[src/rtl/core/idh_pkg.sv]
`timescale 1ns / 1ps
// ----------------------------------------------------------------------------
// idh_pkg
// Shared types and codes for the indexed deadline min-heap.
// ----------------------------------------------------------------------------
package idh_pkg;

    localparam int IDH_CAPACITY = 64;
    localparam int IDH_NUM_IDS  = 64;
    localparam int IDH_ID_W     = 6;
    localparam int IDH_KEY_W    = 64;
    localparam int IDH_COUNT_W  = 7;

    localparam logic [1:0] MODE_INSERT = 2'd0;
    localparam logic [1:0] MODE_REMOVE = 2'd1;
    localparam logic [1:0] MODE_REKEY  = 2'd2;

    localparam logic [1:0] ST_DONE    = 2'd0;
    localparam logic [1:0] ST_PRESENT = 2'd1;
    localparam logic [1:0] ST_FULL    = 2'd2;
    localparam logic [1:0] ST_ABSENT  = 2'd3;

    typedef enum logic [4:0] {
        S_IDLE, S_SE_RD, S_SE_CAP, S_LAST_RD, S_LAST_ID, S_LAST_KEY, S_RESIFT,
        S_UP_RD, S_UP_ID, S_UP_CMP, S_DN_L, S_DN_LID, S_DN_LKEY, S_DN_R,
        S_DN_RID, S_DN_RKEY, S_DN_MOVE, S_PLACE, S_ROOT, S_ROOT_ID, S_ROOT_KEY,
        S_DONE
    } t_state;

    typedef enum logic [4:0] {
        C_NONE, C_START, C_SE_RD, C_SE_CAP, C_LAST_RD, C_LAST_ID, C_LAST_KEY,
        C_UP_RD, C_UP_ID, C_UP_MOVE, C_DN_L_RD, C_DN_L_ID, C_DN_L_KEY,
        C_DN_R_RD, C_DN_R_ID, C_DN_R_KEY, C_DN_MOVE, C_PLACE, C_ROOT_RD,
        C_ROOT_ID, C_ROOT_KEY, C_ROOT_EMPTY, C_OUT_LOAD
    } t_cmd;

    typedef struct packed {
        t_cmd cmd;
        logic in_ready;
    } t_ctl;

    typedef struct packed {
        logic       in_valid;
        logic [1:0] in_mode;
        logic       in_present;
        logic       full;
        logic       op_remove;
        logic       pos_zero;
        logic       par_zero;
        logic       se_is_last;
        logic       up_less;
        logic       moved;
        logic       has_l;
        logic       has_r;
        logic       take;
        logic       size_zero;
        logic       out_free;
    } t_dp_stat;

endpackage

[src/rtl/core/idh_in_if.sv]
`timescale 1ns / 1ps
// ----------------------------------------------------------------------------
// idh_in_if
// Operation channel: mode, entry identifier and key.
// ----------------------------------------------------------------------------
interface idh_in_if;
    logic        valid;
    logic        ready;
    logic [1:0]  mode;
    logic [5:0]  entry_id;
    logic [63:0] key;

    modport source (output valid, mode, entry_id, key, input ready);
    modport sink   (input valid, mode, entry_id, key, output ready);
endinterface

[src/rtl/core/idh_out_if.sv]
`timescale 1ns / 1ps
// ----------------------------------------------------------------------------
// idh_out_if
// Result channel: status, current minimum and entry count.
// ----------------------------------------------------------------------------
interface idh_out_if;
    logic        valid;
    logic        ready;
    logic [1:0]  status;
    logic        min_valid;
    logic [5:0]  min_id;
    logic [63:0] min_key;
    logic [6:0]  entry_count;

    modport source (output valid, status, min_valid, min_id, min_key, entry_count,
                    input ready);
    modport sink   (input valid, status, min_valid, min_id, min_key, entry_count,
                    output ready);
endinterface

[src/rtl/core/idh_ram.sv]
`timescale 1ns / 1ps
// ----------------------------------------------------------------------------
// idh_ram
// Generic single-write, single-read RAM with registered read data.
// ----------------------------------------------------------------------------
module idh_ram #(
    parameter int WIDTH = 8,
    parameter int DEPTH = 64
) (
    input  logic                     i_clk,
    input  logic                     i_we,
    input  logic [$clog2(DEPTH)-1:0] i_waddr,
    input  logic [WIDTH-1:0]         i_wdata,
    input  logic [$clog2(DEPTH)-1:0] i_raddr,
    output logic [WIDTH-1:0]         o_rdata
);
    logic [WIDTH-1:0] r_mem [DEPTH];
    logic [WIDTH-1:0] r_rdata;

    always_ff @(posedge i_clk) begin
        if (i_we) begin
            r_mem[i_waddr] <= i_wdata;
        end
        r_rdata <= r_mem[i_raddr];
    end

    assign o_rdata = r_rdata;
endmodule

[src/rtl/core/idh_dpath.sv]
`timescale 1ns / 1ps
// ----------------------------------------------------------------------------
// idh_dpath
// Heap, key and slot memories, moving-entry registers and result register.
// ----------------------------------------------------------------------------
module idh_dpath
    import idh_pkg::*;
#(
    parameter int CAPACITY = IDH_CAPACITY
) (
    input  logic  i_clk,
    input  logic  i_rst_n,
    input  t_ctl  i_ctl,
    output t_dp_stat o_stat,
    idh_in_if.sink    i_in,
    idh_out_if.source o_out
);
    localparam int LIMIT = (CAPACITY < IDH_NUM_IDS) ? CAPACITY : IDH_NUM_IDS;
    localparam int POS_W = $clog2(LIMIT);
    localparam int CNT_W = POS_W + 1;
    localparam int IDX_W = POS_W + 2;

    logic [IDH_NUM_IDS-1:0] r_valid;
    logic [CNT_W-1:0]       r_size;
    logic [1:0]             r_mode;
    logic [IDH_ID_W-1:0]    r_id;
    logic [IDH_KEY_W-1:0]   r_key;
    logic [POS_W-1:0]       r_pos;
    logic                   r_moved;
    logic [IDH_ID_W-1:0]    r_cid;
    logic                   r_take;
    logic                   r_rdone;
    logic [POS_W-1:0]       r_best_pos;
    logic [IDH_ID_W-1:0]    r_best_id;
    logic [IDH_KEY_W-1:0]   r_best_key;
    logic [1:0]             r_status;
    logic [IDH_ID_W-1:0]    r_min_id;
    logic [IDH_KEY_W-1:0]   r_min_key;
    logic                   r_out_valid;
    logic [1:0]             r_out_status;
    logic                   r_out_min_valid;
    logic [IDH_ID_W-1:0]    r_out_min_id;
    logic [IDH_KEY_W-1:0]   r_out_min_key;
    logic [IDH_COUNT_W-1:0] r_out_count;

    logic                 hs_we, ek_we, se_we;
    logic [POS_W-1:0]     hs_waddr, hs_raddr;
    logic [IDH_ID_W-1:0]  hs_wdata, hs_rdata;
    logic [IDH_ID_W-1:0]  ek_waddr, ek_raddr;
    logic [IDH_KEY_W-1:0] ek_wdata, ek_rdata;
    logic [IDH_ID_W-1:0]  se_waddr, se_raddr;
    logic [POS_W-1:0]     se_wdata, se_rdata;

    logic [IDX_W-1:0] l_idx, r_idx;
    logic [POS_W-1:0] parent;
    logic             in_present, full, ins_ok, rekey_ok, rm_ok;

    assign l_idx  = {1'b0, r_pos, 1'b1};
    assign r_idx  = l_idx + IDX_W'(1);
    assign parent = (r_pos - POS_W'(1)) >> 1;

    assign in_present = r_valid[i_in.entry_id];
    assign full       = (r_size >= CNT_W'(LIMIT));
    assign ins_ok     = (i_in.mode == MODE_INSERT) && !in_present && !full;
    assign rekey_ok   = (i_in.mode == MODE_REKEY) && in_present;
    assign rm_ok      = (i_in.mode == MODE_REMOVE) && in_present;

    always_comb begin
        hs_raddr = '0;
        case (i_ctl.cmd)
            C_LAST_RD: hs_raddr = r_size[POS_W-1:0];
            C_UP_RD:   hs_raddr = parent;
            C_DN_L_RD: hs_raddr = l_idx[POS_W-1:0];
            C_DN_R_RD: hs_raddr = r_idx[POS_W-1:0];
            default:   hs_raddr = '0;
        endcase
    end

    assign ek_raddr = hs_rdata;
    assign se_raddr = r_id;

    always_comb begin
        hs_we    = 1'b0;
        se_we    = 1'b0;
        hs_waddr = r_pos;
        hs_wdata = r_id;
        se_waddr = r_id;
        se_wdata = r_pos;
        case (i_ctl.cmd)
            C_UP_MOVE: begin
                hs_we    = 1'b1;
                se_we    = 1'b1;
                hs_wdata = r_cid;
                se_waddr = r_cid;
            end
            C_DN_MOVE: begin
                hs_we    = 1'b1;
                se_we    = 1'b1;
                hs_wdata = r_best_id;
                se_waddr = r_best_id;
            end
            C_PLACE: begin
                hs_we = 1'b1;
                se_we = 1'b1;
            end
            default: begin
                hs_we = 1'b0;
            end
        endcase
    end

    assign ek_we    = (i_ctl.cmd == C_START) && (ins_ok || rekey_ok);
    assign ek_waddr = i_in.entry_id;
    assign ek_wdata = i_in.key;

    idh_ram #(.WIDTH(IDH_ID_W), .DEPTH(LIMIT)) u_hs (
        .i_clk(i_clk), .i_we(hs_we), .i_waddr(hs_waddr), .i_wdata(hs_wdata),
        .i_raddr(hs_raddr), .o_rdata(hs_rdata)
    );
    idh_ram #(.WIDTH(IDH_KEY_W), .DEPTH(IDH_NUM_IDS)) u_ek (
        .i_clk(i_clk), .i_we(ek_we), .i_waddr(ek_waddr), .i_wdata(ek_wdata),
        .i_raddr(ek_raddr), .o_rdata(ek_rdata)
    );
    idh_ram #(.WIDTH(POS_W), .DEPTH(IDH_NUM_IDS)) u_se (
        .i_clk(i_clk), .i_we(se_we), .i_waddr(se_waddr), .i_wdata(se_wdata),
        .i_raddr(se_raddr), .o_rdata(se_rdata)
    );

    // control state
    always_ff @(posedge i_clk) begin
        if (!i_rst_n) begin
            r_valid     <= '0;
            r_size      <= '0;
            r_out_valid <= 1'b0;
        end else begin
            if (i_ctl.cmd == C_OUT_LOAD) begin
                r_out_valid <= 1'b1;
            end else if (o_out.valid && o_out.ready) begin
                r_out_valid <= 1'b0;
            end
            case (i_ctl.cmd)
                C_START: begin
                    if (ins_ok) begin
                        r_valid[i_in.entry_id] <= 1'b1;
                        r_size                 <= r_size + CNT_W'(1);
                    end else if (rm_ok) begin
                        r_valid[i_in.entry_id] <= 1'b0;
                        r_size                 <= r_size - CNT_W'(1);
                    end
                end
                default: begin
                end
            endcase
        end
    end

    // payload
    always_ff @(posedge i_clk) begin
        case (i_ctl.cmd)
            C_START: begin
                r_mode  <= i_in.mode;
                r_id    <= i_in.entry_id;
                r_key   <= i_in.key;
                r_pos   <= r_size[POS_W-1:0];
                r_moved <= 1'b0;
                if (i_in.mode == MODE_INSERT) begin
                    r_status <= in_present ? ST_PRESENT : (full ? ST_FULL : ST_DONE);
                end else if (i_in.mode == MODE_REMOVE || i_in.mode == MODE_REKEY) begin
                    r_status <= in_present ? ST_DONE : ST_ABSENT;
                end else begin
                    r_status <= ST_DONE;
                end
            end
            C_SE_CAP:   r_pos <= se_rdata;
            C_LAST_ID:  r_id  <= hs_rdata;
            C_LAST_KEY: r_key <= ek_rdata;
            C_UP_ID:    r_cid <= hs_rdata;
            C_UP_MOVE: begin
                r_pos   <= parent;
                r_moved <= 1'b1;
            end
            C_DN_L_RD: begin
                r_take     <= 1'b0;
                r_best_key <= r_key;
            end
            C_DN_L_ID:  r_cid <= hs_rdata;
            C_DN_R_ID:  r_cid <= hs_rdata;
            C_DN_L_KEY: begin
                if (ek_rdata < r_key) begin
                    r_take     <= 1'b1;
                    r_best_pos <= l_idx[POS_W-1:0];
                    r_best_id  <= r_cid;
                    r_best_key <= ek_rdata;
                end
            end
            C_DN_R_KEY: begin
                if (ek_rdata < r_best_key) begin
                    r_take     <= 1'b1;
                    r_best_pos <= r_idx[POS_W-1:0];
                    r_best_id  <= r_cid;
                    r_best_key <= ek_rdata;
                end
            end
            C_DN_MOVE:    r_pos <= r_best_pos;
            C_ROOT_ID:    r_min_id  <= hs_rdata;
            C_ROOT_KEY:   r_min_key <= ek_rdata;
            C_ROOT_EMPTY: begin
                r_min_id  <= '0;
                r_min_key <= '0;
            end
            C_OUT_LOAD: begin
                r_out_status    <= r_status;
                r_out_min_valid <= (r_size != '0);
                r_out_min_id    <= r_min_id;
                r_out_min_key   <= r_min_key;
                r_out_count     <= IDH_COUNT_W'(r_size);
            end
            default: begin
            end
        endcase
    end

    // has_r is sampled in S_DN_R both before and after the right-child fetch;
    // r_rdone keeps the second visit from refetching
    assign o_stat.in_valid   = i_in.valid;
    assign o_stat.in_mode    = i_in.mode;
    assign o_stat.in_present = in_present;
    assign o_stat.full       = full;
    assign o_stat.op_remove  = (r_mode == MODE_REMOVE);
    assign o_stat.pos_zero   = (r_pos == '0);
    assign o_stat.par_zero   = (parent == '0);
    assign o_stat.se_is_last = ({1'b0, se_rdata} == r_size);
    assign o_stat.up_less    = (r_key < ek_rdata);
    assign o_stat.moved      = r_moved;
    assign o_stat.has_l      = (l_idx < IDX_W'(r_size));
    assign o_stat.has_r      = (r_idx < IDX_W'(r_size)) && !r_rdone;
    assign o_stat.take       = r_take;
    assign o_stat.size_zero  = (r_size == '0);
    assign o_stat.out_free   = !r_out_valid || o_out.ready;

    always_ff @(posedge i_clk) begin
        if (!i_rst_n) begin
            r_rdone <= 1'b0;
        end else if (i_ctl.cmd == C_DN_R_RD) begin
            r_rdone <= 1'b1;
        end else if (i_ctl.cmd == C_DN_L_RD) begin
            r_rdone <= 1'b0;
        end
    end

    assign i_in.ready        = i_ctl.in_ready;
    assign o_out.valid       = r_out_valid;
    assign o_out.status      = r_out_status;
    assign o_out.min_valid   = r_out_min_valid;
    assign o_out.min_id      = r_out_min_id;
    assign o_out.min_key     = r_out_min_key;
    assign o_out.entry_count = r_out_count;

`ifndef NO_ASSERTIONS
    a_size_bound: assert property (@(posedge i_clk) disable iff (!i_rst_n)
        r_size <= CNT_W'(LIMIT))
        else $error("heap size above limit");
    a_valid_count: assert property (@(posedge i_clk) disable iff (!i_rst_n)
        $countones(r_valid) == int'(r_size))
        else $error("valid bits disagree with heap size");
    a_up_not_root: assert property (@(posedge i_clk) disable iff (!i_rst_n)
        i_ctl.cmd == C_UP_MOVE |-> r_pos != '0)
        else $error("sift-up from root");
    a_min_valid: assert property (@(posedge i_clk) disable iff (!i_rst_n)
        r_out_valid |-> (r_out_min_valid == (r_out_count != '0)))
        else $error("min_valid disagrees with entry count");
`endif
endmodule

[src/flat_wrapper.sv]
// flat-port wrapper written by rule: the top's interface ports become plain ports
module idh_dpath_flat import idh_pkg::*;
#(
    parameter int CAPACITY = IDH_CAPACITY
)
  (i_clk, i_rst_n, i_ctl, o_stat, i_in_valid, i_in_mode, i_in_entry_id, i_in_key, i_in_ready, o_out_valid, o_out_status, o_out_min_valid, o_out_min_id, o_out_min_key, o_out_entry_count, o_out_ready);
  idh_in_if i_in_i ();
  idh_out_if o_out_i ();
  input  logic i_clk;
  input  logic i_rst_n;
  input  t_ctl i_ctl;
  output t_dp_stat o_stat;
  input wire logic [$bits(i_in_i.valid)-1:0] i_in_valid;
  input wire logic [$bits(i_in_i.mode)-1:0] i_in_mode;
  input wire logic [$bits(i_in_i.entry_id)-1:0] i_in_entry_id;
  input wire logic [$bits(i_in_i.key)-1:0] i_in_key;
  output wire logic [$bits(i_in_i.ready)-1:0] i_in_ready;
  output wire logic [$bits(o_out_i.valid)-1:0] o_out_valid;
  output wire logic [$bits(o_out_i.status)-1:0] o_out_status;
  output wire logic [$bits(o_out_i.min_valid)-1:0] o_out_min_valid;
  output wire logic [$bits(o_out_i.min_id)-1:0] o_out_min_id;
  output wire logic [$bits(o_out_i.min_key)-1:0] o_out_min_key;
  output wire logic [$bits(o_out_i.entry_count)-1:0] o_out_entry_count;
  input wire logic [$bits(o_out_i.ready)-1:0] o_out_ready;
  assign i_in_i.valid = i_in_valid;
  assign i_in_i.mode = i_in_mode;
  assign i_in_i.entry_id = i_in_entry_id;
  assign i_in_i.key = i_in_key;
  assign i_in_ready = i_in_i.ready;
  assign o_out_valid = o_out_i.valid;
  assign o_out_status = o_out_i.status;
  assign o_out_min_valid = o_out_i.min_valid;
  assign o_out_min_id = o_out_i.min_id;
  assign o_out_min_key = o_out_i.min_key;
  assign o_out_entry_count = o_out_i.entry_count;
  assign o_out_i.ready = o_out_ready;
  idh_dpath #(.CAPACITY(CAPACITY)) u_core (.i_clk(i_clk), .i_rst_n(i_rst_n), .i_ctl(i_ctl), .o_stat(o_stat), .i_in(i_in_i), .o_out(o_out_i));
endmodule
[config.mk]
export PLATFORM = sky130hd
export DESIGN_NAME = idh_dpath_flat
export DESIGN_NICKNAME = d
export VERILOG_FILES = /design/src/rtl/core/idh_pkg.sv /design/src/rtl/core/idh_in_if.sv /design/src/rtl/core/idh_out_if.sv /design/src/rtl/core/idh_ram.sv /design/src/rtl/core/idh_dpath.sv /design/src/flat_wrapper.sv
export SDC_FILE = /design/constraint.sdc
export NUM_CORES = 2
export LEC_CHECK = 0
export BUFFER_PORTS_ARGS = -buffer_cell sky130_fd_sc_hd__buf_2
export CORE_UTILIZATION = 48
export DETAILED_ROUTE_END_ITERATION = 6
export GPL_TIMING_DRIVEN = 0
export PLACE_DENSITY_LB_ADDON = 0.05
export SLEW_MARGIN = 15
export SYNTH_ARGS = -nofsm -noshare
export SYNTH_HDL_FRONTEND = slang
export SYNTH_MEMORY_MAX_BITS = 65536
export SYNTH_SLANG_ARGS = --single-unit
[constraint.sdc]
create_clock -name i_clk -period 9.8 [get_ports i_clk]
set_input_delay 2.94 -clock i_clk [delete_from_list [all_inputs] [get_ports i_clk]]
set_output_delay 2.94 -clock i_clk [all_outputs]
set_load 0.01 [all_outputs]
### Word-level counts from Yosys, hierarchy flattened

Memory sizes are Yosys's and may differ from the RTL's. A register that Yosys moved wholly into a read port is not among the register bits.
Index checks and enable logic that the tools add are counted.

* ROM bits: 0
* output and inout bits: 98
* flip-flop bits (word level): 387
* bits in latches: 0
* memory bits (writable): 4864
* memories kept: 3

* magnitude comparators: 8
* equality and inequality tests: 26
* divide/modulo/power cells: 0
* bitwise gates (word level): 3
* add/sub/neg operators: 4
* multiplexer cells: 42
* reductions and logical operators: 36
* multiply operators: 0
* shifts and indexed selects: 0

Memory list
* u_core.u_ek.r_mem: depth 64, width 64, rd ports 1, clocked after Yosys merged registers in 1, wr ports 1, RTL line idh_ram.sv:17 `logic [WIDTH-1:0] r_mem [DEPTH];`
* u_core.u_hs.r_mem: depth 64, width 6, rd ports 1, clocked after Yosys merged registers in 1, wr ports 1, RTL line idh_ram.sv:17
* u_core.u_se.r_mem: depth 64, width 6, rd ports 1, clocked after Yosys merged registers in 1, wr ports 1, RTL line idh_ram.sv:17

Operators by type and width (count)
* 64-bit two-way mux: 4
* 64-bit case mux with 2 select lines: 2
* 64-bit < comparator: 3
* 64-bit case mux with 3 select lines: 1
* 64-bit bitwise AND: 1
* 64-bit inverter: 1
* 64-bit bitwise OR: 1
* 6-bit case mux with 2 select lines: 5
* 6-bit case mux with 4 select lines: 2
* 5-bit by 4-bit equality test with 1-bit output (second input constant): 8
* 5-bit equality test (second input constant): 6
* 6-bit two-way mux: 4
* 5-bit by 3-bit equality test with 1-bit output (second input constant): 4
* 2-bit nonzero test: 9
* 7-bit two-way mux: 2
* 1-bit two-way mux: 13
* 6-bit logical NOT: 2
* 2-bit two-way mux: 5
* 7-bit by 1-bit adder with 8-bit output (second input constant): 1
* 1-bit logical AND: 8
* 8-bit by 7-bit < comparator with 1-bit output: 1
* 7-bit by 1-bit adder with 7-bit output (second input constant): 1
* 6-bit by 7-bit equality test with 1-bit output: 1
* 7-bit greater-or-equal comparator (second input constant): 1
* 24 further kinds: 33

### Longest topological paths before layout

* depth in word-level cells: 9
* mapped depth: 20
* mapped depth without buffers: 15

### By module

From an unflattened synthesis, not the netlist that was laid out.

* cell total of the unflattened synthesis: 9772
* area total of the unflattened synthesis: 206858.4 um^2

Modules (own cells, without submodules)
* idh_ram at u_core.u_ek: area an instance 156348.7 um^2, seq. area each 124279.2 um^2, cells each 6598, instances 1
* idh_ram at u_core.u_hs ...: area an instance 15225.9 um^2, seq. area each 11651.2 um^2, cells each 720, instances 2
* idh_dpath: area an instance 20058.0 um^2, seq. area each 10890.4 um^2, cells each 1734, instances 1

### Worst setup path before layout

No wires, ideal clock.

* kind: input-to-reg
* start: input i_ctl[5] (netlist bit)
* end: register u_core.r_best_key[0] (enable)
* slack: 74 ps
* arrival time: 9158 ps
* setup time: 568 ps
* stages: 9
* cell sequence: clkbuf_1 > nand3b_1 > nor2_1 > or2_2 > clkbuf_1 > buf_1 > buf_1 > o211ai_1 > nor3_1

* cells in the longest elaborated chain, start to end: 3

RTL lines
* start, declared: RTL line flat_wrapper.sv:11 `input t_ctl i_ctl;`
* 5-bit by 4-bit equality test with 1-bit output: RTL line idh_dpath.sv:159 `case (i_ctl.cmd)`
* 2-bit by 1-bit != test with 1-bit output (no source line) / 3-bit nonzero test (equally long branches)
* 3-bit AND reduction (no source line) *
* end signal, assigned: RTL line idh_dpath.sv:184 `r_best_key <= r_key;`
* end signal, assigned: RTL line idh_dpath.sv:193 `r_best_key <= ek_rdata;`
* end signal, assigned: RTL line idh_dpath.sv:201 `r_best_key <= ek_rdata;`
* end, declared: RTL line idh_dpath.sv:35 `logic [IDH_KEY_W-1:0] r_best_key;`

Every way passes the cells marked *; elsewhere a longest branch is shown, timed or not.
A chain may end at the register's enable or synchronous reset.

### Worst setup path after layout

* start: input i_in_entry_id[1]
* end: output o_stat[12] (netlist bit)

* cells in the longest elaborated chain, start to end: 2

RTL lines
* start, declared: RTL line flat_wrapper.sv:15 `input wire logic [$bits(i_in_i.entry_id)-1:0] i_in_entry_id;`
* 1-bit binary-select mux with 6-bit select: RTL line idh_dpath.sv:62 `assign in_present = r_valid[i_in.entry_id];`
* 1-bit two-way mux (implied by the code): RTL line idh_dpath.sv:62
* end, declared: RTL line flat_wrapper.sv:12 `output t_dp_stat o_stat;`

Every way passes these cells. The select of a mux whose other input is x is not followed.

==> impl_metrics.env <==
export IMPL_grt_first_pass_wirelength_um=816000
export IMPL_path_clk_slew_ps=50
export IMPL_drv_slew=0
export IMPL_routed_wl_um=585000
export IMPL_worstPathArrival_ps=6040
export IMPL_post_cts_resized=0
export IMPL_clkSinkCount=5327
export IMPL_synthesis_area_um2=206000
export IMPL_drive_gt1_share_pct=27.6
export IMPL_io_pins=180
export IMPL_final_util_pct=56.0
export IMPL_fin_crit_sh_pct=91.6
export IMPL_max_stage_delay_ps=480
export IMPL_h_tree_depth=6
export IMPL_hpwl_um=412000
export IMPL_fmax_mhz=111
export IMPL_setup_viol=0
export IMPL_worst_pin_slew_ps=1330
export IMPL_ys_seq_area_share_pct=76.9
export IMPL_start_util_pct=48.3
export IMPL_ys_warnings_count=0
export IMPL_antenna_found_initial=47
export IMPL_criticalPathCategory="in -> out"
export IMPL_critPathTopFamily="buffers and inverters"
export IMPL_crit_fanout=10
export IMPL_leakage_uw=0.0759
export IMPL_synth_edf_count=5178
export IMPL_area_delta_synth_final_pct=16.1
export IMPL_setup_ws_ps=824
export IMPL_worstSetupStartpointType="primary input"
export IMPL_drc_errors=2
export IMPL_power_density_nw_per_um2=210
export IMPL_hold_class="reg -> reg"
export IMPL_cts_tree="built"
export IMPL_hold_viol_final=0
export IMPL_grt_start_max_net_pins=66
export IMPL_end_kind="output pin"
export IMPL_gp_congestion=0.892
export IMPL_skew_ps=32.8
export IMPL_relSlewSlack_pct=11.6
export IMPL_final_common_cell="edfxtp_1"
export IMPL_ir_worst_vdd_mv=0.134
export IMPL_clk_path_buf_depth=4
export IMPL_grt_pass1_vias=104605
export IMPL_nets=10726
export IMPL_yosys_register_bits=5327
export IMPL_portBuffers=176
export IMPL_cts_setup_buffers=0
export IMPL_cp_required_ps=6860
export IMPL_overflow=0
export IMPL_fillers=31901
export IMPL_dieArea_um2=432000
export IMPL_cpMostUsedCell="buf_2"
export IMPL_postCtsHoldBufs=0
export IMPL_status="complete, but fails checks"
export IMPL_grt_total_usage_pct=27.0
export IMPL_syn_avg_cell_area_um2=21.9
export IMPL_die_w_um=657
export IMPL_ant_nets=0
export IMPL_vias_per_cell=6.17
export IMPL_final_cell_mix="edfxtp_1 (5178), mux4_2 (1474), clkbuf_16 (589), clkbuf_1 (467), nand2_1 (444)"
export IMPL_firstDrtPassIters=7
export IMPL_syn_inst=9427
export IMPL_synth_fp_nets=9660
export IMPL_std_cell_rows=240
export IMPL_drv_cap=0
export IMPL_core_um2=427000
export IMPL_grt_setup_unrepaired="false"
export IMPL_cp_slowest_cell="or4b_1"
export IMPL_dieHeight_um=657
export IMPL_critical_path_n_buffers_inverters=8
export IMPL_drt_iter0_drc=11589
export IMPL_synthFlopType="edfxtp_1"
export IMPL_avgRoutedWirePerCell_um=35.2
export IMPL_cts_root_buf="clkbuf_16"
export IMPL_vias=102677
export IMPL_fin_tns_setup_ps=0
export IMPL_violations="DRC"
export IMPL_fin_crit_ps=8980
export IMPL_synth_cell_types=62
export IMPL_worstSkewPairLatency_ps=1070
export IMPL_async_reset_ff_share_pct=0
export IMPL_dp_slack_ps=864
export IMPL_cts_made_buffers=563
export IMPL_crit_path_cell_trace="buf_2 > buf_4 > buf_2 > clkbuf_1 > mux2i_1 > nor3_1 > a221oi_1 > o22ai_1 > or4b_1 > buf_2 > buf_2 > buf_4 > buf_2"
layout make-up:
cell class / instances / area, um2 / area share (%)
Sequential cell: 5327 / 158000 / 66.2
Multi-Input combinational cell: 3388 / 45600 / 19.0
Clock buffer: 753 / 15600 / 6.51
Timing Repair Buffer: 501 / 7720 / 3.23
Tap cell: 5687 / 7120 / 2.97
Buffer: 516 / 2120 / 0.885
Clock inverter: 254 / 1960 / 0.820
Inverter: 196 / 741 / 0.309
Antenna cell: 24 / 60.1 / 0.0251
state kept, by name, indices dropped and copies added (netlist names), 64 cells and up, named ones only:
| register | cells |
|---|---|
| u_core.r_key | 64 |
| u_core.u_hs.r_mem | 384 |
| u_core.o_out.min_key | 64 |
| u_core.u_ek.o_rdata | 64 |
| u_core.r_min_key | 64 |
| u_core.r_best_key | 64 |
| u_core.u_se.r_mem | 384 |
| u_core.u_ek.r_mem | 4096 |
final timing paths:
| check | endpoint | slack (ps) | startpoint | depth (start not counted) |
|---|---|---|---|---|
| setup / recovery | o_stat[12] | 820 | i_in_entry_id[1] | 13 |
| hold / removal | u_core.o_out.min_key[31]$_DFFE_PP_ | 410 | u_core.r_min_key[31]$_SDFFCE_PP0P_ | 0 |
| setup reg to reg | u_core.r_best_key[19]$_DFFE_PP_ | 3550 | u_core.u_ek.o_rdata[56]$_DFF_P_ | 12 |
| hold reg to reg | u_core.o_out.min_key[31]$_DFFE_PP_ | 410 | u_core.r_min_key[31]$_SDFFCE_PP0P_ | 0 |
cells by family (layout without fill, tap and decap cells):
family,after synthesis,in the layout,share of synthesized area [%]
flip-flops,5327,5327,76.9
multiplexers,1561,1561,16.6
AND/OR/NAND/NOR,1074,1074,2.27
buffers and inverters,712,2220,1.32
AO/OA/AOI/OAI,576,576,1.95
adder cells (fa/ha/maj),151,151,0.920
XOR/XNOR,26,26,0.110
other,0,24,0
layer usage:
layer | GRT usage (%) | wire length (um)
met1 | 36.8 | 234000
met2 | 45.1 | 292000
met3 | 4.37 | 40800
met4 | 8.18 | 18200
met5 | 0 | 69
per-stage QoR:
stage	power [uW]	hold slack (ps)	instances	instance area, um2
final	50200	408	16646	239000
after global routing	51600	418	16625	239000
after CTS	50600	409	16620	239000
after detailed placement	30200	405	15613	222000
after global placement	30100	406	15290	214000
after floorplan	28200	400	9427	206000
cell usage after synthesis (10+ instances only):
cell	number	area share [%]
nor2b_1	26	0.079
ha_1	150	0.91
nand2_1	451	0.82
nor3_1	22	0.053
a211oi_1	52	0.19
a31oi_1	50	0.15
nand3_1	157	0.38
nand3b_1	13	0.047
a311o_1	48	0.23
o21ai_0	146	0.35
o21a_1	10	0.036
a311oi_1	48	0.20
a21o_1	41	0.15
a21oi_1	43	0.10
a22oi_1	11	0.040
xnor2_1	12	0.051
inv_1	196	0.36
dfxtp_1	149	1.4
buf_1	117	0.21
nand4_1	39	0.12
nor2_1	304	0.55
nand2b_1	12	0.036
edfxtp_1	5178	75
clkbuf_1	384	0.70
mux4_2	1474	16
xor2_1	14	0.059
a221oi_1	13	0.055
mux2_2	79	0.43
o211ai_1	71	0.26
where the power goes:
group | switching [uW] | leakage (uW) | internal, uW
Combinational | 2660 | 0.0195 | 1780
Clock | 8670 | 0.00859 | 11800
Sequential | 149 | 0.0478 | 25100
Power figures use the tool's default switching activity.
