**src/rtl/core/idh_pkg.sv**
```systemverilog
`timescale 1ns / 1ps
// ----------------------------------------------------------------------------
// idh_pkg
// Shared types and codes for the indexed deadline min-heap.
// ----------------------------------------------------------------------------
package idh_pkg;

    localparam int IDH_CAPACITY = 64;
    localparam int IDH_NUM_IDS  = 64;
    localparam int IDH_ID_W     = 6;
    localparam int IDH_KEY_W    = 64;
    localparam int IDH_COUNT_W  = 7;

    localparam logic [1:0] MODE_INSERT = 2'd0;
    localparam logic [1:0] MODE_REMOVE = 2'd1;
    localparam logic [1:0] MODE_REKEY  = 2'd2;

    localparam logic [1:0] ST_DONE    = 2'd0;
    localparam logic [1:0] ST_PRESENT = 2'd1;
    localparam logic [1:0] ST_FULL    = 2'd2;
    localparam logic [1:0] ST_ABSENT  = 2'd3;

    typedef enum logic [4:0] {
        S_IDLE, S_SE_RD, S_SE_CAP, S_LAST_RD, S_LAST_ID, S_LAST_KEY, S_RESIFT,
        S_UP_RD, S_UP_ID, S_UP_CMP, S_DN_L, S_DN_LID, S_DN_LKEY, S_DN_R,
        S_DN_RID, S_DN_RKEY, S_DN_MOVE, S_PLACE, S_ROOT, S_ROOT_ID, S_ROOT_KEY,
        S_DONE
    } t_state;

    typedef enum logic [4:0] {
        C_NONE, C_START, C_SE_RD, C_SE_CAP, C_LAST_RD, C_LAST_ID, C_LAST_KEY,
        C_UP_RD, C_UP_ID, C_UP_MOVE, C_DN_L_RD, C_DN_L_ID, C_DN_L_KEY,
        C_DN_R_RD, C_DN_R_ID, C_DN_R_KEY, C_DN_MOVE, C_PLACE, C_ROOT_RD,
        C_ROOT_ID, C_ROOT_KEY, C_ROOT_EMPTY, C_OUT_LOAD
    } t_cmd;

    typedef struct packed {
        t_cmd cmd;
        logic in_ready;
    } t_ctl;

    typedef struct packed {
        logic       in_valid;
        logic [1:0] in_mode;
        logic       in_present;
        logic       full;
        logic       op_remove;
        logic       pos_zero;
        logic       par_zero;
        logic       se_is_last;
        logic       up_less;
        logic       moved;
        logic       has_l;
        logic       has_r;
        logic       take;
        logic       size_zero;
        logic       out_free;
    } t_dp_stat;

endpackage

```
**src/rtl/core/idh_ctrl.sv**
```systemverilog
`timescale 1ns / 1ps
// ----------------------------------------------------------------------------
// idh_ctrl
// Sequencer for insert, remove and rekey: sift up, sift down, root fetch.
// ----------------------------------------------------------------------------
module idh_ctrl
    import idh_pkg::*;
(
    input  logic     i_clk,
    input  logic     i_rst_n,
    input  t_dp_stat i_stat,
    output t_ctl     o_ctl
);
    t_state r_state, n_state;

    always_ff @(posedge i_clk) begin
        if (!i_rst_n) begin
            r_state <= S_IDLE;
        end else begin
            r_state <= n_state;
        end
    end

    always_comb begin
        n_state        = r_state;
        o_ctl.cmd      = C_NONE;
        o_ctl.in_ready = 1'b0;
        unique case (r_state)
            S_IDLE: begin
                o_ctl.in_ready = 1'b1;
                if (i_stat.in_valid) begin
                    o_ctl.cmd = C_START;
                    n_state   = S_ROOT;
                    if (i_stat.in_mode == MODE_INSERT) begin
                        if (!i_stat.in_present && !i_stat.full) n_state = S_RESIFT;
                    end else if (i_stat.in_mode == MODE_REMOVE ||
                                 i_stat.in_mode == MODE_REKEY) begin
                        if (i_stat.in_present) n_state = S_SE_RD;
                    end
                end
            end
            S_SE_RD: begin
                o_ctl.cmd = C_SE_RD;
                n_state   = S_SE_CAP;
            end
            S_SE_CAP: begin
                o_ctl.cmd = C_SE_CAP;
                if (!i_stat.op_remove) n_state = S_RESIFT;
                else if (i_stat.se_is_last) n_state = S_ROOT;
                else n_state = S_LAST_RD;
            end
            S_LAST_RD: begin
                o_ctl.cmd = C_LAST_RD;
                n_state   = S_LAST_ID;
            end
            S_LAST_ID: begin
                o_ctl.cmd = C_LAST_ID;
                n_state   = S_LAST_KEY;
            end
            S_LAST_KEY: begin
                o_ctl.cmd = C_LAST_KEY;
                n_state   = S_RESIFT;
            end
            S_RESIFT: begin
                n_state = i_stat.pos_zero ? S_DN_L : S_UP_RD;
            end
            S_UP_RD: begin
                o_ctl.cmd = C_UP_RD;
                n_state   = S_UP_ID;
            end
            S_UP_ID: begin
                o_ctl.cmd = C_UP_ID;
                n_state   = S_UP_CMP;
            end
            S_UP_CMP: begin
                if (i_stat.up_less) begin
                    o_ctl.cmd = C_UP_MOVE;
                    n_state   = i_stat.par_zero ? S_PLACE : S_UP_RD;
                end else begin
                    n_state = i_stat.moved ? S_PLACE : S_DN_L;
                end
            end
            S_DN_L: begin
                if (i_stat.has_l) begin
                    o_ctl.cmd = C_DN_L_RD;
                    n_state   = S_DN_LID;
                end else begin
                    n_state = S_PLACE;
                end
            end
            S_DN_LID: begin
                o_ctl.cmd = C_DN_L_ID;
                n_state   = S_DN_LKEY;
            end
            S_DN_LKEY: begin
                o_ctl.cmd = C_DN_L_KEY;
                n_state   = S_DN_R;
            end
            S_DN_R: begin
                if (i_stat.has_r) begin
                    o_ctl.cmd = C_DN_R_RD;
                    n_state   = S_DN_RID;
                end else begin
                    n_state = i_stat.take ? S_DN_MOVE : S_PLACE;
                end
            end
            S_DN_RID: begin
                o_ctl.cmd = C_DN_R_ID;
                n_state   = S_DN_RKEY;
            end
            S_DN_RKEY: begin
                o_ctl.cmd = C_DN_R_KEY;
                n_state   = S_DN_R;
            end
            S_DN_MOVE: begin
                o_ctl.cmd = C_DN_MOVE;
                n_state   = S_DN_L;
            end
            S_PLACE: begin
                o_ctl.cmd = C_PLACE;
                n_state   = S_ROOT;
            end
            S_ROOT: begin
                if (i_stat.size_zero) begin
                    o_ctl.cmd = C_ROOT_EMPTY;
                    n_state   = S_DONE;
                end else begin
                    o_ctl.cmd = C_ROOT_RD;
                    n_state   = S_ROOT_ID;
                end
            end
            S_ROOT_ID: begin
                o_ctl.cmd = C_ROOT_ID;
                n_state   = S_ROOT_KEY;
            end
            S_ROOT_KEY: begin
                o_ctl.cmd = C_ROOT_KEY;
                n_state   = S_DONE;
            end
            S_DONE: begin
                if (i_stat.out_free) begin
                    o_ctl.cmd = C_OUT_LOAD;
                    n_state   = S_IDLE;
                end
            end
            default: n_state = S_IDLE;
        endcase
    end
endmodule

```
**config.mk**
```make
export PLATFORM = sky130hd
export DESIGN_NAME = idh_ctrl
export DESIGN_NICKNAME = d
export VERILOG_FILES = /design/src/rtl/core/idh_pkg.sv /design/src/rtl/core/idh_ctrl.sv
export SDC_FILE = /design/constraint.sdc
export NUM_CORES = 1
export LEC_CHECK = 0
export BUFFER_PORTS_ARGS = -buffer_cell sky130_fd_sc_hd__buf_2
export CORE_MARGIN = 2
export CORE_UTILIZATION = 44
export DETAILED_ROUTE_END_ITERATION = 16
export PLACE_DENSITY = 0.71
export SLEW_MARGIN = 20
export SYNTH_ARGS = -nofsm -noshare
export SYNTH_HDL_FRONTEND = slang
export SYNTH_SLANG_ARGS = --single-unit
```
**constraint.sdc**
```tcl
create_clock -name i_clk -period 1.7 [get_ports i_clk]
set_clock_uncertainty 0.15 [all_clocks]
set_input_delay 0.255 -clock i_clk [delete_from_list [all_inputs] [get_ports i_clk]]
set_output_delay 0.255 -clock i_clk [all_outputs]
set_load 0.005 [all_outputs]
```
### Yosys cells after proc, flatten, opt, wreduce, memory -nomap -nowiden

Cells that the tools add are included.

* bits in registers: 5
* input port bits: 18
* logic and storage cells: 59

* equality and inequality tests: 25
* multiplexer cells: 25
* reductions and logical operators: 8

Operators by type and width (count)
* one-hot mux 5 bit (21 select lines): 2
* 2-to-1 mux 5 bit: 14
* equality test 5 x 4 -> 1 bit (second input constant): 8
* equality test 5 bit (second input constant): 6
* equality test 5 x 3 -> 1 bit (second input constant): 4
* 2-to-1 mux 4 bit: 4
* equality test 5 x 2 -> 1 bit (second input constant): 2
* 2-to-1 mux 3 bit: 2
* equality test 5 x 1 -> 1 bit (second input constant): 1
* zero test 5 bit: 1
* inequality test 2 bit (second input constant): 2
* 2-to-1 mux 1 bit: 3
* equality test 2 x 1 -> 1 bit (second input constant): 1
* equality test 2 bit (second input constant): 1
* zero test 1 bit: 2
* zero test 2 bit: 1
* AND reduction 2 bit: 1
* OR reduction 2 bit: 1
* logical AND 1 bit: 1
* logical OR 1 bit: 1

### Logic depth before layout (Yosys ltp)

Gate-level depths: netlist of run 1.

* depth after elaboration: 6
* gate-level depth with buffers: 7
* depth with buffers taken out: 6

### Least setup slack after synthesis of run 1

OpenSTA, ideal clock, no wires.

* path kind: flip-flop to output port
* from: reg r_state[2]
* to: out o_ctl[1] (netlist bit)
* arrival time: 1.348 ns
* required time: 1.295 ns
* slack: -0.053 ns
* cell stages (with the launch flop): 6
* path buffers: 1
* cells stage by stage: dfxtp_1 > buf_6 > mux2_2 > a21oi_1 > o22ai_1 > a221o_1

RTL lines
* from (decl): line idh_ctrl.sv:14 `t_state r_state, n_state;`
* from (signal assigned): line idh_ctrl.sv:20 `r_state <= n_state;`
* to (decl): line idh_ctrl.sv:12 `output t_ctl o_ctl`

==> results of run 1 <==
[power groups by stage]
stage	logic [mW]	clock network [mW]	registers [mW]
global placement	1.78	0	0.233
floorplan	1.02	0	0.205
global route	2.39	0.166	0.279
CTS	1.96	0.150	0.240
finish	2.26	0.148	0.280
detailed placement	1.82	0	0.235
[metrics by stage]
step | worst slack, ns | cell area [um^2] | hold WS (ns) | TNS, ns
floorplan | 0.00386 | 937 | 0.222 | 0
global placement | -0.0560 | 1310 | 0.375 | -0.125
detailed placement | -0.0664 | 1310 | 0.376 | -0.252
CTS | -0.239 | 1400 | 0.109 | -0.882
global route | -0.362 | 1520 | 0.107 | -1.73
finish | -0.338 | 1520 | 0.124 | -1.22
[logic make-up (layout without fill, tap and decap cells)]
group / Yosys count / after routing / share of synthesized area (%)
AO/OA/AOI/OAI: 51 / 51 / 40.2
XOR/XNOR: 1 / 1 / 0.939
adder cells (fa/ha/maj): 1 / 1 / 1.34
buffers and inverters: 18 / 75 / 9.52
flip-flops: 5 / 5 / 10.7
multiplexers: 2 / 2 / 2.28
AND/OR/NAND/NOR: 61 / 61 / 35.0
[cell type report]
cell class	count	area (um^2)	share of cell area (%)
clock buffers	4	26.3	1.73
inverters	6	22.5	1.49
multi-input cells	116	848	56.0
flip-flops and latches	5	116	7.68
well taps	27	33.8	2.23
repair buffers	65	468	30.9
[layer usage]
metal | track usage [%] | share of wire (%) | up-vias
met5 | 0 | 0 | -
met4 | 6.48 | 2.2 | 0
met3 | 5.76 | 8.7 | 12
met2 | 52.6 | 48 | 102
met1 | 39.2 | 41 | 674
li1 | - | - | 639
[timing repair]
action                                  in CTS  in global routing
gates cloned                                 0                  0
pin swaps                                    2                  4
endpoints found under the setup margin      10                 10
resized for setup                           18                 27
setup buffers                                2                  2
[cell usage in the layout, fill, tap and decap left out, types with 2 or more instances in the layout]
| cell | instances |
|---|---|
| sky130_fd_sc_hd__o31ai_1 | 2 |
| sky130_fd_sc_hd__o211ai_1 | 3 |
| sky130_fd_sc_hd__nor2_2 | 2 |
| sky130_fd_sc_hd__and2b_1 | 2 |
| sky130_fd_sc_hd__buf_2 | 23 |
| sky130_fd_sc_hd__dfxtp_4 | 4 |
| sky130_fd_sc_hd__nand3b_1 | 4 |
| sky130_fd_sc_hd__a41oi_2 | 2 |
| sky130_fd_sc_hd__nand2_1 | 11 |
| sky130_fd_sc_hd__a31oi_1 | 5 |
| sky130_fd_sc_hd__nor3_1 | 3 |
| sky130_fd_sc_hd__a21oi_2 | 2 |
| sky130_fd_sc_hd__and3_1 | 3 |
| sky130_fd_sc_hd__o22ai_1 | 5 |
| sky130_fd_sc_hd__buf_4 | 33 |
| sky130_fd_sc_hd__nand2b_4 | 3 |
| sky130_fd_sc_hd__nor2_4 | 3 |
| sky130_fd_sc_hd__a211oi_1 | 2 |
| sky130_fd_sc_hd__buf_6 | 8 |
| sky130_fd_sc_hd__o21ai_0 | 2 |
| sky130_fd_sc_hd__inv_1 | 4 |
| sky130_fd_sc_hd__nand2b_1 | 3 |
| sky130_fd_sc_hd__a41oi_1 | 2 |
| sky130_fd_sc_hd__nor2_1 | 11 |
| sky130_fd_sc_hd__nor3_2 | 2 |
| sky130_fd_sc_hd__inv_2 | 2 |
| sky130_fd_sc_hd__clkbuf_4 | 3 |
| sky130_fd_sc_hd__a32oi_1 | 2 |
| sky130_fd_sc_hd__o21bai_1 | 2 |
| sky130_fd_sc_hd__o21ai_1 | 3 |
| sky130_fd_sc_hd__nand2_2 | 2 |
| sky130_fd_sc_hd__nand3_1 | 2 |
| sky130_fd_sc_hd__o21a_1 | 4 |
| sky130_fd_sc_hd__a21oi_1 | 6 |
[how the worst min path moves through the flow]
stage                                         end  slack (ns)  cells past startpoint
after floorplan           r_state[3]$_SDFFE_PN0P_        0.22                      1
after global placement    r_state[3]$_SDFFE_PN0P_        0.37                      2
after detailed placement  r_state[3]$_SDFFE_PN0P_        0.38                      2
after CTS                 r_state[3]$_SDFFE_PN0P_        0.11                      2
after global routing      r_state[3]$_SDFFE_PN0P_        0.11                      2
final                     r_state[3]$_SDFFE_PN0P_        0.12                      2
==> metrics.json, run 1 <==
{
  "timing.final.crit_share_pct": 120,
  "totalPowerFinal_mw": 2.69,
  "synth_seq_cells": 5,
  "critical_path_depth": 5,
  "die_w_um": 50.1,
  "power.static_leakage_nw": 0.652,
  "reg.largest.list": "r_state (5)",
  "sw_frac_of_total_pct": 48.4,
  "ys_top_cells_by_count": "sky130_fd_sc_hd__nor2_1, sky130_fd_sc_hd__nand2_1, sky130_fd_sc_hd__buf_2",
  "power.ir.vdd_worst_uv": 1030,
  "grt_pass1_vias": 1261,
  "internal_power_mw": 1.39,
  "placed_cells_incl_taps": 215,
  "largest_register_ff_count": 5,
  "stdcell_count": 223,
  "cts-htree-levels": 1,
  "firstDrtPassIters": 6,
  "timing.hold.worst.class": "in -> reg",
  "wl_um": 4120,
  "finalHoldViolations": 0,
  "post-route-util_pct": 76.5,
  "yosys_warnings": 0,
  "cts-root-to-sink-buffers": 2,
  "worst_path_max_delay_cell": "sky130_fd_sc_hd__dfxtp_2",
  "grt_setup_unrepaired": "yes",
  "clock_sinks": 5,
  "cell_count_after_synthesis": 139,
  "syn_area_per_cell_um2": 6.72,
  "post_drt_via_cell_ratio": 6.40,
  "first_iteration_detailed_routing_drc_count": 82,
  "max_freq_mhz": 491,
  "antenna_cells_inserted": 0,
  "initial_core_utilization_pct": 47.1,
  "worst_ep_arrival_time_ns": 1.63,
  "clkPwrFrac_pct": 5.5,
  "yosysTopAreaCell": "sky130_fd_sc_hd__dfxtp_1",
  "r2r-start": "r_state[0]$_SDFFE_PN0P_",
  "combinationalPowerShare_pct": 84.1,
  "fin_ws_ns": -0.338,
  "gp_congestion": 0.942,
  "crit_chain": "mux2_4 > a21oi_2 > o22ai_1 > a221o_1 > buf_2",
  "report.final.slew_viol_count": 0,
  "path_clk_slew_ns": 0.05,
  "synth.top_cell.area_share_pct": 10.7,
  "synth_cell_types": 47,
  "r2r_end": "r_state[4]$_SDFFE_PN0P_",
  "critPathTopFamily": "compound AO/OA/AOI/OAI gates",
  "synth_area_leaders": "sky130_fd_sc_hd__dfxtp_1, sky130_fd_sc_hd__nor2_1, sky130_fd_sc_hd__buf_2, sky130_fd_sc_hd__nand2_1, sky130_fd_sc_hd__a21oi_1",
  "crit_path_start_kind": "register",
  "cp_slowest_stage_delay_ns": 0.34,
  "core.rowCount": 16,
  "asyncSetResetFlopFracSynth_pct": 0,
  "path_class": "reg -> out",
  "launch_point_of_the_critical_path": "r_state[2]$_SDFFE_PN0P_",
  "ant_nets": 0,
  "maximum_fanout_encountered_on_the_critical_timing_path": 2,
  "fillers": 129,
  "detailedPlacementHpwl_um": 2620,
  "crit_path_end_kind": "output pin",
  "number_of_buffer_cells_added_on_primary_ports": 23,
  "outcome": "complete, but fails checks",
  "max-slew-margin-rel_pct": 80.0,
  "synth-edff-count": 0,
  "synth.yosys.seq_area_share_pct": 10.7,
  "cp_num_buf_inv": 1,
  "worstHoldStart": "i_rst_n",
  "overflow": 0,
  "power.switching_mw": 1.30,
  "area_growth_syn_to_layout_pct": 62.3,
  "synth_nets": 158,
  "hold_fix_buffers_at_cts": 0,
  "top_register": "r_state",
  "library_cell_used_as_clock_root_buffer": "sky130_fd_sc_hd__clkbuf_4",
  "max_slew.worst_pin.slew_ns": 0.296,
  "clock_tree_from_tritoncts": "done",
  "cts_buffers": 3,
  "total_die_area_um2": 2510,
  "total_setup_violations_reported_at_the_end_of_the_flow": 8,
  "design.final.nets": 216,
  "syn_area_um2": 933,
  "vias": 1427,
  "worst-endpoint-required_ns": 1.29,
  "wire_length_of_the_first_global_routing_pass_um": 5890,
  "timing.max_cap.violations": 0,
  "grt_antenna_before_repair": 0,
  "synth-main-ff-cell": "sky130_fd_sc_hd__dfxtp_1",
  "chip_height_um": 50.1,
  "design.core.area_um2": 1980,
  "per_cell_routed_wire_length_um": 18.5,
  "io_pins": 24,
  "clk_latency_ns": 0.25,
  "worst_r2r_path_depth": 6,
  "time_the_final_worst_path_needs_with_i_o_delays_and_setup_ns": 2.04,
  "setup.worst_path.end": "o_ctl[1]",
  "grt_max_degree": 15,
  "power-per-cell-area_nw_per_um2": 1780,
  "drcViolationCount": 0,
  "drive_above_1_share_pct": 51.5,
  "global_route.usage.total_pct": 30.6,
  "violations": "setup timing",
  "seq_power_share_pct": 10.4,
  "synth_most_common_cell": "sky130_fd_sc_hd__nor2_1",
  "regToRegSetupSlack_ns": -0.11
}
No activity file was read; power rests on OpenSTA's default activity.
==> run 2: changes to the inputs <==
PLACE_DENSITY = not set   (was 0.71)
PLACE_DENSITY_LB_ADDON = 0.15   (was not set)
==> metrics.json, run 2 (same netlist as run 1, synthesis figures left out) <==
{
  "detailedPlacementHpwl": {"value": 2570, "unit": "um", "change": "-2.0%"},
  "power.static_leakage": {"value": 0.631, "unit": "nW", "change": "-3.1%"},
  "timing.final.crit_share": {"value": 117, "unit": "%", "change": "-2.8 points"},
  "fillers": {"value": 140, "change": "+8.5%"},
  "io_pins": {"value": 24, "change": "unchanged"},
  "area_after_detailed_placement": {"value": 1300, "unit": "um^2", "change": "-0.58%"},
  "top_register": "r_state",
  "clock_tree_from_tritoncts": "done",
  "design.final.nets": {"value": 215, "change": "-0.46%"},
  "overflow": {"value": 0, "change": "unchanged"},
  "tns": {"value": -1.27, "unit": "ns", "change": "-0.0562 ns"},
  "finalHoldViolations": {"value": 0, "change": "unchanged"},
  "firstDrtPassIters": {"value": 4, "change": "-2"},
  "max_slew.worst_pin.slew": {"value": 0.304, "unit": "ns", "change": "+0.00721 ns"},
  "post-route-util": {"value": 74.4, "unit": "%", "change": "-2.0 points"},
  "post_drt_via_cell_ratio": {"value": 6.15, "change": "-3.9%"},
  "cts-root-to-sink-buffers": {"value": 2, "change": "unchanged"},
  "core.rowCount": {"value": 16, "change": "unchanged"},
  "final_cell_area": {"value": 1480, "unit": "um^2", "change": "-2.6%"},
  "power-per-cell-area": {"value": 1730, "unit": "nW/um^2", "change": "-2.8%"},
  "sw_frac_of_total": {"value": 46.7, "unit": "%", "change": "-1.7 points"},
  "total_setup_violations_reported_at_the_end_of_the_flow": {"value": 8, "change": "unchanged"},
  "hold-worst-slack": {"value": 0.123, "unit": "ns", "change": "-0.00103 ns"},
  "internal_power": {"value": 1.36, "unit": "mW", "change": "-2.2%"},
  "max_freq": {"value": 502, "unit": "MHz", "change": "+2.4%"},
  "die_w": {"value": 50.1, "unit": "um", "change": "unchanged"},
  "crit_path_start_kind": "register",
  "wire_length_of_the_first_global_routing_pass": {"value": 5420, "unit": "um", "change": "-8.0%"},
  "drcViolationCount": {"value": 0, "change": "unchanged"},
  "max-slew-margin-rel": {"value": 79.5, "unit": "%", "change": "-0.49 points"},
  "drive_above_1_share": {"value": 49.7, "unit": "%", "change": "-1.8 points"},
  "time_the_final_worst_path_needs_with_i_o_delays_and_setup": {"value": 1.99, "unit": "ns", "change": "-0.0470 ns"},
  "library_cell_used_as_clock_root_buffer": "sky130_fd_sc_hd__clkbuf_4",
  "seq_power_share": {"value": 10.5, "unit": "%", "change": "about the same"},
  "per_cell_routed_wire_length": {"value": 16.8, "unit": "um", "change": "-9.3%"},
  "reg.largest.list": "r_state (5)",
  "cts_buffers": {"value": 3, "change": "unchanged"},
  "chip_height": {"value": 50.1, "unit": "um", "change": "unchanged"},
  "most-common-layout-cells": "sky130_fd_sc_hd__buf_4, sky130_fd_sc_hd__buf_2, sky130_fd_sc_hd__nor2_1",
  "grt_setup_unrepaired": "yes",
  "vias": {"value": 1365, "change": "-4.3%"},
  "power.switching": {"value": 1.19, "unit": "mW", "change": "-8.7%"},
  "outcome": "complete, but fails checks",
  "cts-htree-levels": {"value": 1, "change": "unchanged"},
  "crit_path_end_kind": "output pin",
  "area_growth_syn_to_layout_pct": 58.0,
  "gp_congestion": {"value": 0.925, "change": "-1.8%"},
  "clock_sinks": {"value": 5, "change": "unchanged"},
  "timing.hold.worst.class": "in -> reg",
  "initial_core_utilization": {"value": 47.1, "unit": "%", "change": "unchanged"},
  "first_iteration_detailed_routing_drc_count": {"value": 81, "change": "-1.2%"},
  "power.ir.vdd_worst": {"value": 1060, "unit": "uV", "change": "+3.2%"},
  "grt_pass1_vias": {"value": 1204, "change": "-4.5%"},
  "antenna_cells_inserted": {"value": 0, "change": "unchanged"},
  "largest_register_ff_count": {"value": 5, "change": "unchanged"},
  "report.final.slew_viol_count": {"value": 0, "change": "unchanged"},
  "worst_r2r_path_depth": {"value": 7, "change": "+1"},
  "wl": {"value": 3720, "unit": "um", "change": "-9.7%"},
  "grt_antenna_before_repair": {"value": 0, "change": "unchanged"},
  "clk_latency": {"value": 0.25, "unit": "ns", "change": "about the same"},
  "combinationalPowerShare": {"value": 83.8, "unit": "%", "change": "-0.3 points"},
  "global_route.usage.total": {"value": 28.1, "unit": "%", "change": "-2.5 points"},
  "worst-endpoint-required": {"value": 1.29, "unit": "ns", "change": "about the same"},
  "timing.max_cap.violations": {"value": 0, "change": "unchanged"},
  "grt_max_degree": {"value": 20, "change": "+5"},
  "number_of_buffer_cells_added_on_primary_ports": {"value": 23, "change": "unchanged"},
  "design.core.area": {"value": 1980, "unit": "um^2", "change": "unchanged"},
  "path_clk_slew": {"value": 0.05, "unit": "ns", "change": "about the same"},
  "path_class": "reg -> out",
  "ant_nets": {"value": 0, "change": "unchanged"},
  "maximum_fanout_encountered_on_the_critical_timing_path": {"value": 2, "change": "unchanged"},
  "clkPwrFrac": {"value": 5.7, "unit": "%", "change": "+0.2 points"},
  "totalPowerFinal": {"value": 2.55, "unit": "mW", "change": "-5.4%"},
  "violations": "setup timing",
  "total_die_area": {"value": 2510, "unit": "um^2", "change": "unchanged"},
  "fin_ws": {"value": -0.291, "unit": "ns", "change": "+0.0470 ns"},
  "final_common_cell": "sky130_fd_sc_hd__buf_4",
  "worst_ep_arrival_time": {"value": 1.59, "unit": "ns", "change": "-0.04 ns"},
  "worstHoldPathCells": {"value": 2, "change": "unchanged"}
}
## run 2: changes by cell type in the layout (fill, tap and decap cells not counted), moves of 2 or more
cell	before	now
sky130_fd_sc_hd__buf_6	8	6
sky130_fd_sc_hd__inv_2	2	0
sky130_fd_sc_hd__nor2_1	11	13
sky130_fd_sc_hd__buf_4	33	35
sky130_fd_sc_hd__inv_1	4	6
sky130_fd_sc_hd__nor2_4	3	1
## run 2: power groups by stage
stage	combinational, mW	clock (mW)	sequential, mW
after floorplan	1.02	0	0.205
after CTS	1.95	0.147	0.252
after global placement	1.77	0	0.225
after global routing	2.30	0.160	0.271
after detailed placement	1.78	0	0.233
final	2.13	0.144	0.268
## run 2: final cells by class
| class | instances | area (um^2) | share of cell area (%) |
|---|---|---|---|
| Multi-Input combinational cell | 116 | 833 | 56.5 |
| Clock buffer | 4 | 26.3 | 1.78 |
| Timing Repair Buffer | 64 | 445 | 30.2 |
| Sequential cell | 5 | 114 | 7.72 |
| Inverter | 6 | 22.5 | 1.53 |
| Tap cell | 27 | 33.8 | 2.29 |
## run 2: metal layers
layer / share of wire [%] / wire length (um) / GRT usage [%] / up-vias
li1: - / - / - / 638
met1: 42 / 1550 / 37.2 / 629
met2: 48 / 1800 / 46.3 / 87
met3: 8.0 / 297 / 5.76 / 11
met4: 2.1 / 79 / 6.48 / 0
met5: 0 / 0 / 0 / -
## run 2: critical path: stages, from the launching register on
cell and delay [ns]:
sky130_fd_sc_hd__dfxtp_2 0.36, sky130_fd_sc_hd__mux2_4 0.32, sky130_fd_sc_hd__a21oi_2 0.12, sky130_fd_sc_hd__o22ai_1 0.09, sky130_fd_sc_hd__a221o_1 0.31, sky130_fd_sc_hd__buf_2 0.13
## run 2: timing repair
action,in CTS,in global routing
pin swaps,9,1
hold buffers,0,0
buffers inserted,2,2
gates resized for setup,24,12
setup endpoints to repair,9,10
## run 2: path summary, 6_finish.rpt
check                               start                      end  slack [ns]
setup / recovery  r_state[2]$_SDFFE_PN0P_                 o_ctl[1]       -0.29
hold / removal                    i_rst_n  r_state[3]$_SDFFE_PN0P_        0.12
setup reg to reg  r_state[2]$_SDFFE_PN0P_  r_state[2]$_SDFFE_PN0P_       -0.09
hold reg to reg   r_state[4]$_SDFFE_PN0P_  r_state[3]$_SDFFE_PN0P_        0.56
## run 2: metrics by stage
step	cells	setup WS (ns)
CTS	220	-0.260
floorplan	139	0.00386
global placement	214	-0.113
detailed placement	214	-0.122
finish	222	-0.291
global route	222	-0.357
==> run 3: changes to the inputs <==
CORE_MARGIN = not set   (was 2)
==> metrics.json, run 3 (same netlist as run 1, synthesis figures left out) <==
{
  "outcome": "complete, but fails checks",
  "violations": "setup timing",
  "regArea": {"value": 116, "unit": "um^2", "change": "+2.2%"},
  "maximum_fanout_encountered_on_the_critical_timing_path": {"value": 9, "change": "+7"},
  "sw_frac_of_total": {"value": 46.8, "unit": "%", "change": "+0.084 points"},
  "post_drt_via_cell_ratio": {"value": 5.96, "change": "-3.1%"},
  "timing.final.crit_share": {"value": 115, "unit": "%", "change": "-2.2 points"},
  "crit_path_end_kind": "output pin",
  "initial_core_utilization": {"value": 47.1, "unit": "%", "change": "unchanged"},
  "crit_path_start_kind": "register",
  "hold-worst-slack": {"value": 0.116, "unit": "ns", "change": "-0.00707 ns"},
  "final_common_cell": "sky130_fd_sc_hd__buf_4",
  "drive_above_1_share": {"value": 47.7, "unit": "%", "change": "-2.1 points"},
  "clk_latency": {"value": 0.25, "unit": "ns", "change": "about the same"},
  "grt_max_degree": {"value": 14, "change": "-30%"},
  "internal_power": {"value": 1.32, "unit": "mW", "change": "-2.7%"},
  "drcViolationCount": {"value": 0, "change": "unchanged"},
  "post-route-util": {"value": 73.4, "unit": "%", "change": "-1.0 points"},
  "regToRegSetupSlack": {"value": -0.09, "unit": "ns", "change": "about the same"},
  "wl": {"value": 3520, "unit": "um", "change": "-5.5%"},
  "largest_register_ff_count": {"value": 5, "change": "unchanged"},
  "ant_nets": {"value": 0, "change": "unchanged"},
  "design.final.nets": {"value": 213, "change": "-0.93%"},
  "vias": {"value": 1311, "change": "-4.0%"},
  "combinationalPowerShare": {"value": 83.2, "unit": "%", "change": "-0.6 points"},
  "overflow": {"value": 0, "change": "unchanged"},
  "time_the_final_worst_path_needs_with_i_o_delays_and_setup": {"value": 1.95, "unit": "ns", "change": "-0.0379 ns"},
  "cts_buffers": {"value": 3, "change": "unchanged"},
  "clock_tree_from_tritoncts": "done",
  "timing.max_cap.violations": {"value": 0, "change": "unchanged"},
  "reg.largest.list": "r_state (5)",
  "finalHoldViolations": {"value": 0, "change": "unchanged"},
  "gp_congestion": {"value": 0.983, "change": "+6.3%"},
  "max_freq": {"value": 512, "unit": "MHz", "change": "+1.9%"},
  "first_iteration_detailed_routing_drc_count": {"value": 58, "change": "-28%"},
  "antenna_cells_inserted": {"value": 0, "change": "unchanged"},
  "power.static_leakage": {"value": 0.621, "unit": "nW", "change": "-1.6%"},
  "die_w": {"value": 48.1, "unit": "um", "change": "-4.0%"},
  "power.ir.vdd_worst": {"value": 1090, "unit": "uV", "change": "+3.3%"},
  "hold_fix_buffers_at_cts": {"value": 0, "change": "unchanged"},
  "total_setup_violations_reported_at_the_end_of_the_flow": {"value": 5, "change": "-3"},
  "path_clk_slew": {"value": 0.05, "unit": "ns", "change": "about the same"},
  "chip_height": {"value": 48.1, "unit": "um", "change": "-4.0%"},
  "most-common-layout-cells": "sky130_fd_sc_hd__buf_4, sky130_fd_sc_hd__buf_2, sky130_fd_sc_hd__nand2_1, sky130_fd_sc_hd__nor2_1, sky130_fd_sc_hd__a21oi_1",
  "io_pins": {"value": 24, "change": "unchanged"},
  "worst_ep_arrival_time": {"value": 1.55, "unit": "ns", "change": "-0.04 ns"},
  "clkPwrFrac": {"value": 5.7, "unit": "%", "change": "about the same"},
  "power.switching": {"value": 1.16, "unit": "mW", "change": "-2.3%"},
  "grt_pass1_vias": {"value": 1139, "change": "-5.4%"},
  "fillers": {"value": 154, "change": "+10%"},
  "global_route.usage.total": {"value": 31.3, "unit": "%", "change": "+3.2 points"},
  "clock_sinks": {"value": 5, "change": "unchanged"},
  "top_register": "r_state",
  "detailedPlacementHpwl": {"value": 2550, "unit": "um", "change": "-1.0%"},
  "report.final.slew_viol_count": {"value": 0, "change": "unchanged"},
  "grt_antenna_before_repair": {"value": 0, "change": "unchanged"},
  "wire_length_of_the_first_global_routing_pass": {"value": 5000, "unit": "um", "change": "-7.6%"},
  "fin_ws": {"value": -0.253, "unit": "ns", "change": "+0.0379 ns"},
  "worst-endpoint-required": {"value": 1.29, "unit": "ns", "change": "about the same"},
  "tns": {"value": -1.02, "unit": "ns", "change": "+0.252 ns"},
  "area_growth_syn_to_layout_pct": 55.9,
  "library_cell_used_as_clock_root_buffer": "sky130_fd_sc_hd__clkbuf_4",
  "total_die_area": {"value": 2310, "unit": "um^2", "change": "-7.8%"},
  "design.core.area": {"value": 1980, "unit": "um^2", "change": "unchanged"},
  "max-slew-margin-rel": {"value": 79.3, "unit": "%", "change": "-0.20 points"},
  "core.rowCount": {"value": 16, "change": "unchanged"},
  "seq_power_share": {"value": 11.1, "unit": "%", "change": "+0.6 points"},
  "firstDrtPassIters": {"value": 4, "change": "unchanged"},
  "per_cell_routed_wire_length": {"value": 16.0, "unit": "um", "change": "-4.6%"},
  "path_class": "reg -> out",
  "cts-htree-levels": {"value": 1, "change": "unchanged"},
  "cts-root-to-sink-buffers": {"value": 2, "change": "unchanged"},
  "number_of_buffer_cells_added_on_primary_ports": {"value": 23, "change": "unchanged"},
  "power-per-cell-area": {"value": 1710, "unit": "nW/um^2", "change": "-1.2%"},
  "timing.hold.worst.class": "in -> reg",
  "multiInputGateArea": {"value": 817, "unit": "um^2", "change": "-2.0%"},
  "grt_setup_unrepaired": "yes",
  "max_slew.worst_pin.slew": {"value": 0.307, "unit": "ns", "change": "+0.00300 ns"}
}
==> run 3: what timing repair did <==
action,CTS,global route
buffers inserted,2,1
gates resized for setup,19,14
pin swaps,1,5
endpoints found under the setup margin,10,9
endpoints found under the hold margin,0,0
==> run 3: worst paths after layout <==
| check | from | to | depth (start not counted) |
|---|---|---|---|
| setup / recovery | r_state[2]$_SDFFE_PN0P_ | o_ctl[3] | 6 |
| hold / removal | i_rst_n | r_state[3]$_SDFFE_PN0P_ | 2 |
| setup reg to reg | r_state[2]$_SDFFE_PN0P_ | r_state[2]$_SDFFE_PN0P_ | 7 |
| hold reg to reg | r_state[1]$_SDFFE_PN0P_ | r_state[1]$_SDFFE_PN0P_ | 3 |
==> run 3: power by group through the flow <==
| stage | Combinational (mW) | Clock, mW | Sequential [mW] |
|---|---|---|---|
| final | 2.06 | 0.142 | 0.276 |
| after global routing | 2.21 | 0.150 | 0.281 |
| after CTS | 1.91 | 0.142 | 0.260 |
| after detailed placement | 1.78 | 0 | 0.244 |
| after global placement | 1.75 | 0 | 0.242 |
| after floorplan | 1.02 | 0 | 0.205 |
==> run 3: metal layers <==
metal | share of wire, % | wire length, um | global-route usage, %
met5 | 0 | 0 | 0
met4 | 2.3 | 81 | 10.6
met3 | 6.4 | 224 | 6.04
met2 | 47 | 1640 | 49.5
met1 | 45 | 1570 | 42.3
==> run 3: worst max-delay path, stage by stage, from the launching register on <==
cell and delay (ns):
sky130_fd_sc_hd__dfxtp_2 0.33, sky130_fd_sc_hd__buf_6 0.15, sky130_fd_sc_hd__nor2b_2 0.17, sky130_fd_sc_hd__a31oi_1 0.12, sky130_fd_sc_hd__nor3_1 0.25, sky130_fd_sc_hd__a311o_1 0.17, sky130_fd_sc_hd__buf_2 0.11
==> run 3: through the flow <==
step / worst slack, ns / power (mW) / area, um^2 / cells
floorplan: 0.00386 / 1.22 / 937 / 139
global placement: -0.0630 / 2.00 / 1300 / 213
detailed placement: -0.0769 / 2.02 / 1300 / 213
CTS: -0.227 / 2.32 / 1410 / 219
global route: -0.330 / 2.64 / 1460 / 220
finish: -0.253 / 2.48 / 1460 / 220
==> run 3: area by class of cell <==
type                            count  share of cell area, %
Clock buffer                        4                   1.81
Multi-Input combinational cell    116                   56.1
Inverter                            6                   1.55
Sequential cell                     5                   8.00
Tap cell                           27                   2.32
Timing Repair Buffer               62                   30.2
